==> src/hdl/cosim_pkg.sv <==
// Package for the cosine similarity block: widths, shared types and constants.
// No dependencies.
package cosim_pkg;
	localparam int ElemW = 16;
	localparam int AccW  = 48;
	localparam int RootW = 24;
	localparam int DenW  = 48;
	localparam int NumW  = 63;
	localparam int VectorLenMaxDefault = 512;

	// controller to datapath commands
	typedef struct packed {
		logic accum;     // add the accepted pair into the sums
		logic clear;     // clear sums
		logic capture;   // latch sums into the back stage
		logic sqrt_step; // one root iteration
		logic den_mul;   // form the denominator
		logic div_init;  // load the divider
		logic div_step;  // one quotient bit
		logic finish;    // form the result word
	} cosim_cmd_t;

	// datapath to controller status
	typedef struct packed {
		logic den_zero;
	} cosim_sts_t;
endpackage

==> src/hdl/cosim_ctrl.sv <==
// Sequencer for the cosine similarity block: accumulate, roots, multiply, divide.
// Depends on cosim_pkg.
module cosim_ctrl (
	input  logic                   clk,
	input  logic                   arst_n,
	input  logic                   in_valid,
	input  logic                   in_last,
	output logic                   in_ready,
	output logic                   out_valid,
	input  logic                   out_ready,
	input  cosim_pkg::cosim_sts_t  sts,
	output cosim_pkg::cosim_cmd_t  cmd
);
	import cosim_pkg::*;

	localparam logic [2:0] ST_ACC  = 3'd0;
	localparam logic [2:0] ST_SQRT = 3'd1;
	localparam logic [2:0] ST_MUL  = 3'd2;
	localparam logic [2:0] ST_DINI = 3'd3;
	localparam logic [2:0] ST_DIV  = 3'd4;
	localparam logic [2:0] ST_FIN  = 3'd5;
	localparam logic [2:0] ST_OUT  = 3'd6;

	localparam int SqrtSteps = RootW;
	localparam int DivSteps  = NumW;

	logic [2:0] state_q;
	logic [5:0] cnt_q;
	logic       acc_fire;

	assign in_ready  = (state_q == ST_ACC);
	assign out_valid = (state_q == ST_OUT);
	assign acc_fire  = in_valid && in_ready;

	always_comb begin
		cmd = '0;
		cmd.accum     = acc_fire;
		cmd.capture   = acc_fire && in_last;
		cmd.clear     = acc_fire && in_last;
		cmd.sqrt_step = (state_q == ST_SQRT);
		cmd.den_mul   = (state_q == ST_MUL);
		cmd.div_init  = (state_q == ST_DINI);
		cmd.div_step  = (state_q == ST_DIV);
		cmd.finish    = (state_q == ST_FIN);
	end

	// sequencer
	always_ff @(posedge clk or negedge arst_n) begin
		if (!arst_n) begin
			state_q <= ST_ACC;
			cnt_q   <= '0;
		end else begin
			unique case (state_q)
				ST_ACC: begin
					if (acc_fire && in_last) begin
						state_q <= ST_SQRT;
						cnt_q   <= '0;
					end
				end
				ST_SQRT: begin
					cnt_q <= cnt_q + 6'd1;
					if (cnt_q == 6'(SqrtSteps - 1)) state_q <= ST_MUL;
				end
				ST_MUL: state_q <= ST_DINI;
				ST_DINI: begin
					cnt_q   <= '0;
					state_q <= sts.den_zero ? ST_FIN : ST_DIV;
				end
				ST_DIV: begin
					cnt_q <= cnt_q + 6'd1;
					if (cnt_q == 6'(DivSteps - 1)) state_q <= ST_FIN;
				end
				ST_FIN: state_q <= ST_OUT;
				ST_OUT: begin
					if (out_ready) state_q <= ST_ACC;
				end
				default: state_q <= ST_ACC;
			endcase
		end
	end

`ifndef ASSERT_OFF
	a_no_accept_busy: assert property (@(posedge clk) disable iff (!arst_n)
		(state_q != ST_ACC) |-> !in_ready) else $error("input taken while busy");
	a_last_starts: assert property (@(posedge clk) disable iff (!arst_n)
		(acc_fire && in_last) |=> (state_q == ST_SQRT)) else $error("last did not start roots");
	a_out_holds: assert property (@(posedge clk) disable iff (!arst_n)
		(out_valid && !out_ready) |=> out_valid) else $error("result dropped");
`endif
endmodule

==> config.mk <==
export PLATFORM = sky130hd
export DESIGN_NAME = cosim_ctrl
export DESIGN_NICKNAME = d
export VERILOG_FILES = /design/src/hdl/cosim_pkg.sv /design/src/hdl/cosim_ctrl.sv
export SDC_FILE = /design/constraint.sdc
export NUM_CORES = 1
export LEC_CHECK = 0
export ABC_AREA = 1
export BUFFER_PORTS_ARGS = -buffer_cell sky130_fd_sc_hd__buf_2
export CORE_MARGIN = 2
export CORE_UTILIZATION = 30
export DETAILED_ROUTE_END_ITERATION = 6
export GPL_TIMING_DRIVEN = 0
export MAX_ROUTING_LAYER = met4
export PLACE_DENSITY = 0.61
export SLEW_MARGIN = 25
export SYNTH_ARGS = -nofsm -noshare
export SYNTH_HDL_FRONTEND = slang
export SYNTH_SLANG_ARGS = --single-unit
==> constraint.sdc <==
create_clock -name clk -period 1.39 [get_ports clk]
set_input_delay 0.139 -clock clk [delete_from_list [all_inputs] [get_ports clk]]
set_output_delay 0.139 -clock clk [all_outputs]
set_load 0.02 [all_outputs]
After elaboration in Yosys (flattened, before gate mapping)
Cells that the tools add are included.
- register bits after elaboration: 9
- latch bits: 0
- RAM bits: 0
- bits in read-only memories: 0
- input bits: 6
- output and inout bits: 10
- word-level logic and storage cells: 30
- memories: 0
- add/subtract/negate cells: 1
- $mul: 0
- divide/modulo/power cells: 0
- order comparisons: 0
- equality and inequality tests: 12
- shifts and indexed selects: 0
- mux-type cells: 8
- bitwise operators: 0
- reduce and logical (&&, ||, !) cells: 7
- operator list (operator ; number):
    3-bit case mux with 7 select lines ; 1
    6-bit case mux with 3 select lines ; 1
    3-bit 2-to-1 mux ; 4
    3-bit equality test, second input constant ; 3
    2-bit by 1-bit != test with 1-bit output, second input constant ; 4
    6-bit by 1-bit adder with 6-bit output, second input constant ; 1
    3-bit by 2-bit equality test with 1-bit output, second input constant ; 2
    6-bit by 5-bit equality test with 1-bit output, second input constant ; 1
    6-bit equality test, second input constant ; 1
    6-bit 2-to-1 mux ; 1
    4-bit AND reduction ; 1
    3-bit by 1-bit equality test with 1-bit output, second input constant ; 1
    3-bit zero test ; 1
    3-bit nonzero test ; 1
    1-bit logical AND ; 2
    2-bit AND reduction ; 1
    2-bit OR reduction ; 1
    1-bit 2-to-1 mux ; 1

Logic depth before layout (Yosys ltp)
Gate-level depths: netlist (run 1).
- word-level depth: 5
- depth in mapped cells: 9
- depth with buffers taken out: 9

Worst setup path after synthesis (run 1)
OpenSTA, ideal clock, no wires.
- path kind: register -> output
- from: register state_q[1]
- to: output cmd[6] (netlist name)
- arrival time: 1.463 ns
- data required time: 1.251 ns
- setup slack: -0.212 ns
- stages on the path, launching flop included: 6
- buffers on the path: 2
- cell sequence: dfrtp_1 buf_6 nor2_2 nand2_2 nor3_1 buf_4
- RTL lines (item ; line ; text):
    start: declaration ; cosim_ctrl.sv:27 ; logic [2:0] state_q;
    start signal: assignment ; cosim_ctrl.sv:67 ; state_q <= sts.den_zero ? ST_FIN : ST_DIV;
    end: declaration ; cosim_ctrl.sv:12 ; output cosim_pkg::cosim_cmd_t cmd

==> flow_summary.ini, run 1 <==
[run_status]
outcome = complete, but fails checks
failed_checks = negative setup slack

[worst_hold_path]
hp-class = primary input to register

[logic_synthesis]
yosys.area.top_type = dfrtp_1
ys_seq_area_share_pct = 34.5
synth-main-ff-cell = dfrtp_1
avgSynthCellArea_sq_um = 6.86
synth_cell_type_count = 23
synth_nets = 103
synth_top_cell_area_share_pct = 34.5
synthCells = 95
ys_ff_latch = 9
synth_area_sq_um = 652
ys_warn_count = 0
yosys-top-cells-count = 25 x nand2_1, 12 x inv_1, 11 x nand3_1
synthArstFlopShare_pct = 100
synth_edf_count = 0
synth_most_common_cell = nand2_1
netlist_top_cells_area = dfrtp_1 35%, nand2_1 14%, nand3_1 8.4%, inv_1 6.9%, nor2_1 5.8%

[clocking]
clockBufferDepth = 2
cts_tree = yes
cts_made_buffers = 3
htree_levels = 1
clk_latency_ns = 0.27
clock_sinks = 9
clk_pin_slew_ns = 0.06
ctsRootBufferMaster = clkbuf_4

[setup_path]
crit_arrival_ns = 1.25
critPathRequiredTime_ns = 1.25
start_kind = register
crit_type = register to primary output
worstPathMaxFanout = 3
critPathCaptureType = primary output

[timing]
max_freq_ghz = 0.719
worst_pin_slew_ns = 0.224
skew_ns = 0.00209
hold_viol = 0
finalSetupViolCount = 1
slew_violations = 0
slew-limit-headroom_pct = 85.1
finalCriticalPeriod_ns = 1.39
tns_ns = -0.00120
min_period_over_period_pct = 100
rsz0062_at_grt = yes
setup_slack_ns = -0.00120

[finish]
nFillCells = 199
fin_cells = 148
syn_to_final_growth_pct = 44.1
stdcell_area_sq_um = 940
antenna_cells = 0
fin_nets = 130
drive_gt1_share_pct = 46.3

[floorplan]
die-area_sq_um = 2560
die_h_microns = 50.6
pin_count = 16
fp-row-count = 16
start_util_pct = 32.6
core-area_sq_um = 2000
die_w_microns = 50.6

[placement]
place_ws_ns = 0.0798
dp.cells = 137
gp_congestion = 0.842
dpl_cell_area_sq_um = 766
portBuffers = 15
hpwl_mm = 1.03

[power_and_ir_drop]
p_leak_nw = 0.488
power_mw = 1.86
power_density_nw_per_um2 = 1980
vdd_drop_max_mv = 0.922

[grt]
grt_max_degree = 10
grt_antenna_before_repair = 0
grt_pass1_vias = 582
grt_overflow_total = 0
grt_pass1_wl_mm = 2.21
grt.total_usage_pct = 12.1

[job]
cap_violations = 0

[drt]
first_pass_iters = 4
via_per_inst = 4.57
ant_nets = 0
drcViolationCount = 0
first_iter_violations = 6
drt-wirelength-per-cell_microns = 10.6
vias = 676
wl_mm = 1.57
==> registers in the layout, summed over array words and instances, names as in the netlist <==
name	count
cnt_q	6
state_q	3
==> routing by layer <==
metal  global-route usage [%]  vias up  wire length [microns]
met3                     2.68        5                     81
li1                         -      349                      -
met2                     20.0       20                    810
met4                     8.11        0                     36
met5                        -        -                      0
met1                     12.8      302                    643
==> critical path, cell delays in order (launching register included) <==
cell and delay (ns):
dfrtp_1 0.41, nor2_4 0.13, nand2_2 0.07, nor3_2 0.13, buf_4 0.13, buf_6 0.10
==> kinds of logic after synthesis <==
family | synth area share, %
and+or+nand+nor | 38.2
xor gates and xnor gates | 1.34
adders and majority gates | 3.84
AOI/OAI and AO/OA | 8.83
DFF | 34.5
buffers and inverters | 13.2
==> cell usage in the layout, fill, tap and decap left out, types with 3 or more instances in the layout <==
cell type	Yosys	routed
clkbuf_4	0	3
inv_1	12	11
dfrtp_1	9	6
buf_2	0	8
nor2_2	3	6
o21ai_1	3	3
nand3_1	11	8
buf_4	2	14
dfrtp_2	0	3
nor2_1	10	6
inv_2	4	3
nand3_2	1	4
nand2_1	25	24
==> final cells by class <==
class                      instances  area [sq um]  share of cell area (%)
buffer                             2          15.0                    1.60
timing repair buffer              23           163                    17.3
clock buffer                       4          26.3                    2.80
sequential                         9           229                    24.4
tap                               27          33.8                    3.60
inverter                          16          65.1                    6.92
multi-input combinational         67           408                    43.4
==> report_power, final <==
| part | leakage [nW] | total [mW] | switching (mW) | internal (mW) |
|---|---|---|---|---|
| combinational | 0.358 | 1.18 | 0.680 | 0.499 |
| sequential | 0.116 | 0.459 | 0.110 | 0.349 |
| clock | 0.0150 | 0.217 | 0.106 | 0.112 |
==> final timing paths <==
kind,from,endpoint,slack (ns),depth (start not counted)
max,state_q[1],cmd[6],-0.001,5
min,out_ready,state_q[1],0.13,4
max reg2reg,cnt_q[0],state_q[2],0.06,9
min reg2reg,cnt_q[5],cnt_q[5],0.53,2
max in group asynchronous,arst_n,cnt_q[0],0.96,2
min in group asynchronous,arst_n,cnt_q[4],0.24,2
==> metrics by stage <==
stage | utilization [%] | hold slack, ns
finish | 46.9 | 0.128
global route | 46.9 | 0.137
CTS | 42.7 | 0.142
detailed placement | 38.3 | -0.000501
global placement | 38.3 | 0.000642
floorplan | - | -0.157
==> what timing repair did <==
| action | in CTS | in global routing |
|---|---|---|
| hold buffers | 1 | 0 |
| endpoints found under the hold margin | 9 | 0 |
| pin swaps | 2 | 10 |
| setup endpoints to repair | 3 | 12 |
| resized for setup | 8 | 21 |
| setup buffers | 4 | 3 |
Note: power is estimated with default switching activity, not from simulation.
==> run 2, diff against run 1 <==
- SKIP_CTS_REPAIR_TIMING: not set -> 1
==> flow_summary.ini, run 2 (synthesized netlist as in run 1, its figures left out) <==
[run_status]
outcome = complete, but fails checks
failed_checks = negative setup slack

[timing]
hold_viol = 0
worst_pin_slew_ns = 0.225
skew_ns = 0.000728
max_freq_ghz = 0.670
finalCriticalPeriod_ns = 1.49
slew_violations = 0
setup_slack_ns = -0.102
rsz0062_at_grt = yes
finalSetupViolCount = 5
hold_slack_ns = 0.134
min_period_over_period_pct = 107
tns_ns = -0.282
slew-limit-headroom_pct = 85.0

[drt]
drcViolationCount = 0
drt-wirelength-per-cell_microns = 9.82
first_pass_iters = 4
via_per_inst = 4.55
first_iter_violations = 8
wl_mm = 1.44
vias = 669
ant_nets = 0

[floorplan]
pin_count = 16
die-area_sq_um = 2560
die_w_microns = 50.6
start_util_pct = 32.6
die_h_microns = 50.6
fp-row-count = 16
core-area_sq_um = 2000

[clocking]
htree_levels = 1
clk_pin_slew_ns = 0.06
cts_tree = yes
ctsRootBufferMaster = clkbuf_4
cts_made_buffers = 3
clock_sinks = 9
clockBufferDepth = 2
clk_latency_ns = 0.27

[worst_hold_path]
holdPathEnd = state_q[1]
holdCritStartpoint = out_ready
whs_path_depth = 4
hp-class = primary input to register

[setup_path]
critPathCaptureType = primary output
worst_r2r_path_depth = 9
reg2reg_to = state_q[2]
start_kind = register
worstPathMaxFanout = 5
crit_top_cell = buf_6
rrSetupSlack_ns = 0.07
crit_chain = buf_6 -> nor2_4 -> nand2_4 -> nor3_4 -> buf_4 -> buf_6
crit_type = register to primary output
max_stage_delay_ns = 0.37
worstReg2RegStart = cnt_q[0]
crit_slowest_cell = dfrtp_1
crit_arrival_ns = 1.35
critPathRequiredTime_ns = 1.25

[grt]
grt_max_degree = 10
grt_pass1_vias = 564
grt_overflow_total = 0
grt_pass1_wl_mm = 2.16
grt_antenna_before_repair = 0
grt.total_usage_pct = 11.8

[finish]
stdcell_area_sq_um = 942
drive_gt1_share_pct = 44.2
top_register = cnt_q
post-route-util_pct = 47.1
reg.largest.list = cnt_q (6), state_q (3)
syn_to_final_growth_pct = 44.5
layout_commonest_cell = nand2_1
antenna_cells = 0
layout_common_cells = 25 x nand2_1, 11 x inv_1, 9 x nand3_1, 9 x buf_4, 9 x buf_2
nFillCells = 203
fin_nets = 129
largest_reg_flops = 6

[placement]
dpl_cell_area_sq_um = 766
hpwl_mm = 1.03
gp_congestion = 0.842
place_ws_ns = 0.0798
portBuffers = 15

[power_and_ir_drop]
vdd_drop_max_mv = 0.951
p_leak_nw = 0.483
power_density_nw_per_um2 = 1950

[job]
cap_violations = 0
==> run 2: worst max-delay path: cells and delay by family, from the launching register on <==
family                 cells  cell delay, ns
DFF                        1            0.37
buffers and inverters      3            0.36
and+or+nand+nor            3            0.34
==> run 2: how the worst max path moves through the flow <==
stage                       to  cells past startpoint  slack [ns]  startpoint
global route            cmd[6]                      6       -0.17  state_q[1]
finish                  cmd[6]                      6       -0.10  state_q[1]
detailed placement  state_q[2]                      9        0.08    cnt_q[0]
CTS                     cmd[6]                      6       -0.18  state_q[1]
floorplan               cmd[6]                      5        0.02  state_q[1]
global placement    state_q[2]                      8        0.10    cnt_q[0]
==> run 2: power by group <==
| group | leakage (nW) | switching [mW] | internal [mW] |
|---|---|---|---|
| Clock | 0.0150 | 0.104 | 0.111 |
| Combinational | 0.352 | 0.653 | 0.502 |
| Sequential | 0.116 | 0.123 | 0.348 |
==> run 2: area by class of cell <==
class                   count  area, sq um  area share, %
well taps                  27         33.8           3.59
multi-input cells          67          412           43.7
clock buffers               4         26.3           2.79
plain buffers               2         18.8           1.99
repair buffers             22          160           17.0
inverters                  16         62.6           6.64
flip-flops and latches      9          229           24.3
==> run 2: per-layer routing <==
layer,GRT usage (%),vias up,share of wire (%)
met5,-,-,0
met4,8.11,0,2.5
met3,2.68,5,5.1
met2,19.1,18,50
met1,12.8,300,43
li1,-,346,-
==> run 2: per-stage QoR <==
step                      std cells  total power [mW]
after detailed placement        137              1.33
after floorplan                  95              1.11
after CTS                       141              1.54
after global routing            147              2.01
final                           147              1.84
after global placement          137              1.31
==> run 3, diff against run 2 <==
- GPL_TIMING_DRIVEN: 0 -> not set
==> flow_summary.ini, run 3 (synthesized netlist as in run 1, its figures left out) <==
[run_status]
outcome = complete, but fails checks
failed_checks = negative setup slack

[timing]
worst_pin_slew_ns = 0.251
finalCriticalPeriod_ns = 1.41
max_freq_ghz = 0.708
setup_slack_ns = -0.0230
skew_ns = 0.00725
hold_slack_ns = 0.129
rsz0062_at_grt = yes
tns_ns = -0.0230
slew_violations = 0
min_period_over_period_pct = 102
finalSetupViolCount = 1
slew-limit-headroom_pct = 83.3
hold_viol = 0

[worst_hold_path]
whs_path_depth = 4
hp-class = primary input to register

[floorplan]
fp-row-count = 16
start_util_pct = 32.6
pin_count = 16
die-area_sq_um = 2560
die_h_microns = 50.6
core-area_sq_um = 2000
die_w_microns = 50.6

[clocking]
cts_made_buffers = 3
htree_levels = 1
clock_sinks = 9
clk_latency_ns = 0.27
clockBufferDepth = 2
ctsRootBufferMaster = clkbuf_4
cts_tree = yes
clk_pin_slew_ns = 0.06

[placement]
place_ws_ns = 0.0858
gp_congestion = 0.789
dpl_cell_area_sq_um = 739
portBuffers = 15
hpwl_mm = 1.09

[finish]
drive_gt1_share_pct = 40.7
largest_reg_flops = 6
syn_to_final_growth_pct = 36.3
fin_nets = 127
layout_commonest_cell = nand2_1
antenna_cells = 0
layout_common_cells = 25 x nand2_1, 11 x inv_1, 11 x buf_2, 10 x nand3_1
nFillCells = 223
reg.largest.list = cnt_q (6), state_q (3)
stdcell_area_sq_um = 888
top_register = cnt_q

[power_and_ir_drop]
power_density_nw_per_um2 = 1960
p_leak_nw = 0.467
p_sw_share_pct = 50.0
internal_power_mw = 0.868
p_comb_share_pct = 59.6
pwr-share-seq_pct = 28.0
switchingPower_mw = 0.869
clock_power_share_pct = 12.4
power_mw = 1.74
vdd_drop_max_mv = 0.836

[setup_path]
worst_r2r_path_depth = 8
worstPathMaxFanout = 6
critPathCaptureType = primary output
crit_type = register to primary output
start_kind = register
crit_arrival_ns = 1.27
critPathRequiredTime_ns = 1.25

[grt]
grt_pass1_vias = 557
grt_pass1_wl_mm = 2.38
grt.total_usage_pct = 12.8
grt_max_degree = 10
grt_overflow_total = 0
grt_antenna_before_repair = 0

[job]
cap_violations = 0

[drt]
first_iter_violations = 8
drt-wirelength-per-cell_microns = 11.0
first_pass_iters = 4
drcViolationCount = 0
ant_nets = 0
wl_mm = 1.60
via_per_inst = 4.70
vias = 681
## run 3: cell types whose count changed in the layout (fill, tap and decap cells not counted), sizes merged
| cell | before | now |
|---|---|---|
| buf | 23 | 21 |
## run 3: path summary, 6_finish.rpt
| check | end | startpoint | slack (ns) |
|---|---|---|---|
| hold reg to reg | cnt_q[5] | cnt_q[5] | 0.52 |
| min in group asynchronous | cnt_q[2] | arst_n | 0.24 |
| max in group asynchronous | state_q[1] | arst_n | 0.95 |
| setup / recovery | cmd[6] | state_q[1] | -0.02 |
| setup reg to reg | state_q[2] | cnt_q[1] | 0.09 |
| hold / removal | state_q[1] | out_ready | 0.13 |
## run 3: layout make-up
cell class / instances / area (sq um) / share of cell area, %
clock buffer: 4 / 26.3 / 2.96
tap: 27 / 33.8 / 3.80
multi-input combinational: 67 / 394 / 44.4
sequential: 9 / 230 / 25.9
inverter: 16 / 60.1 / 6.76
timing repair buffer: 22 / 144 / 16.2
## run 3: routing by layer
metal / wire length (microns) / track usage [%]
met5: 0 / -
met4: 28 / 6.76
met3: 111 / 2.08
met2: 839 / 20.6
met1: 620 / 15.2
## run 3: worst max-delay path: stages, from the launching register on
cell and delay, ns:
dfrtp_2 0.46, nor2_4 0.15, nand2_4 0.08, nor3_4 0.14
buf_4 0.17
## run 3: stage by stage
step	instances	util [%]
2_1_floorplan	95	-
3_3_place_gp	134	36.9
3_5_place_dp	134	36.9
4_1_cts	138	38.3
5_1_grt	145	44.4
6_report	145	44.4
## run 3: power groups by stage
stage	registers, mW	clock network, mW	logic [mW]
5_1_grt	0.496	0.235	1.15
6_report	0.487	0.215	1.04
3_3_place_gp	0.449	0	0.822
4_1_cts	0.451	0.223	0.837
2_1_floorplan	0.420	0	0.690
3_5_place_dp	0.455	0	0.836
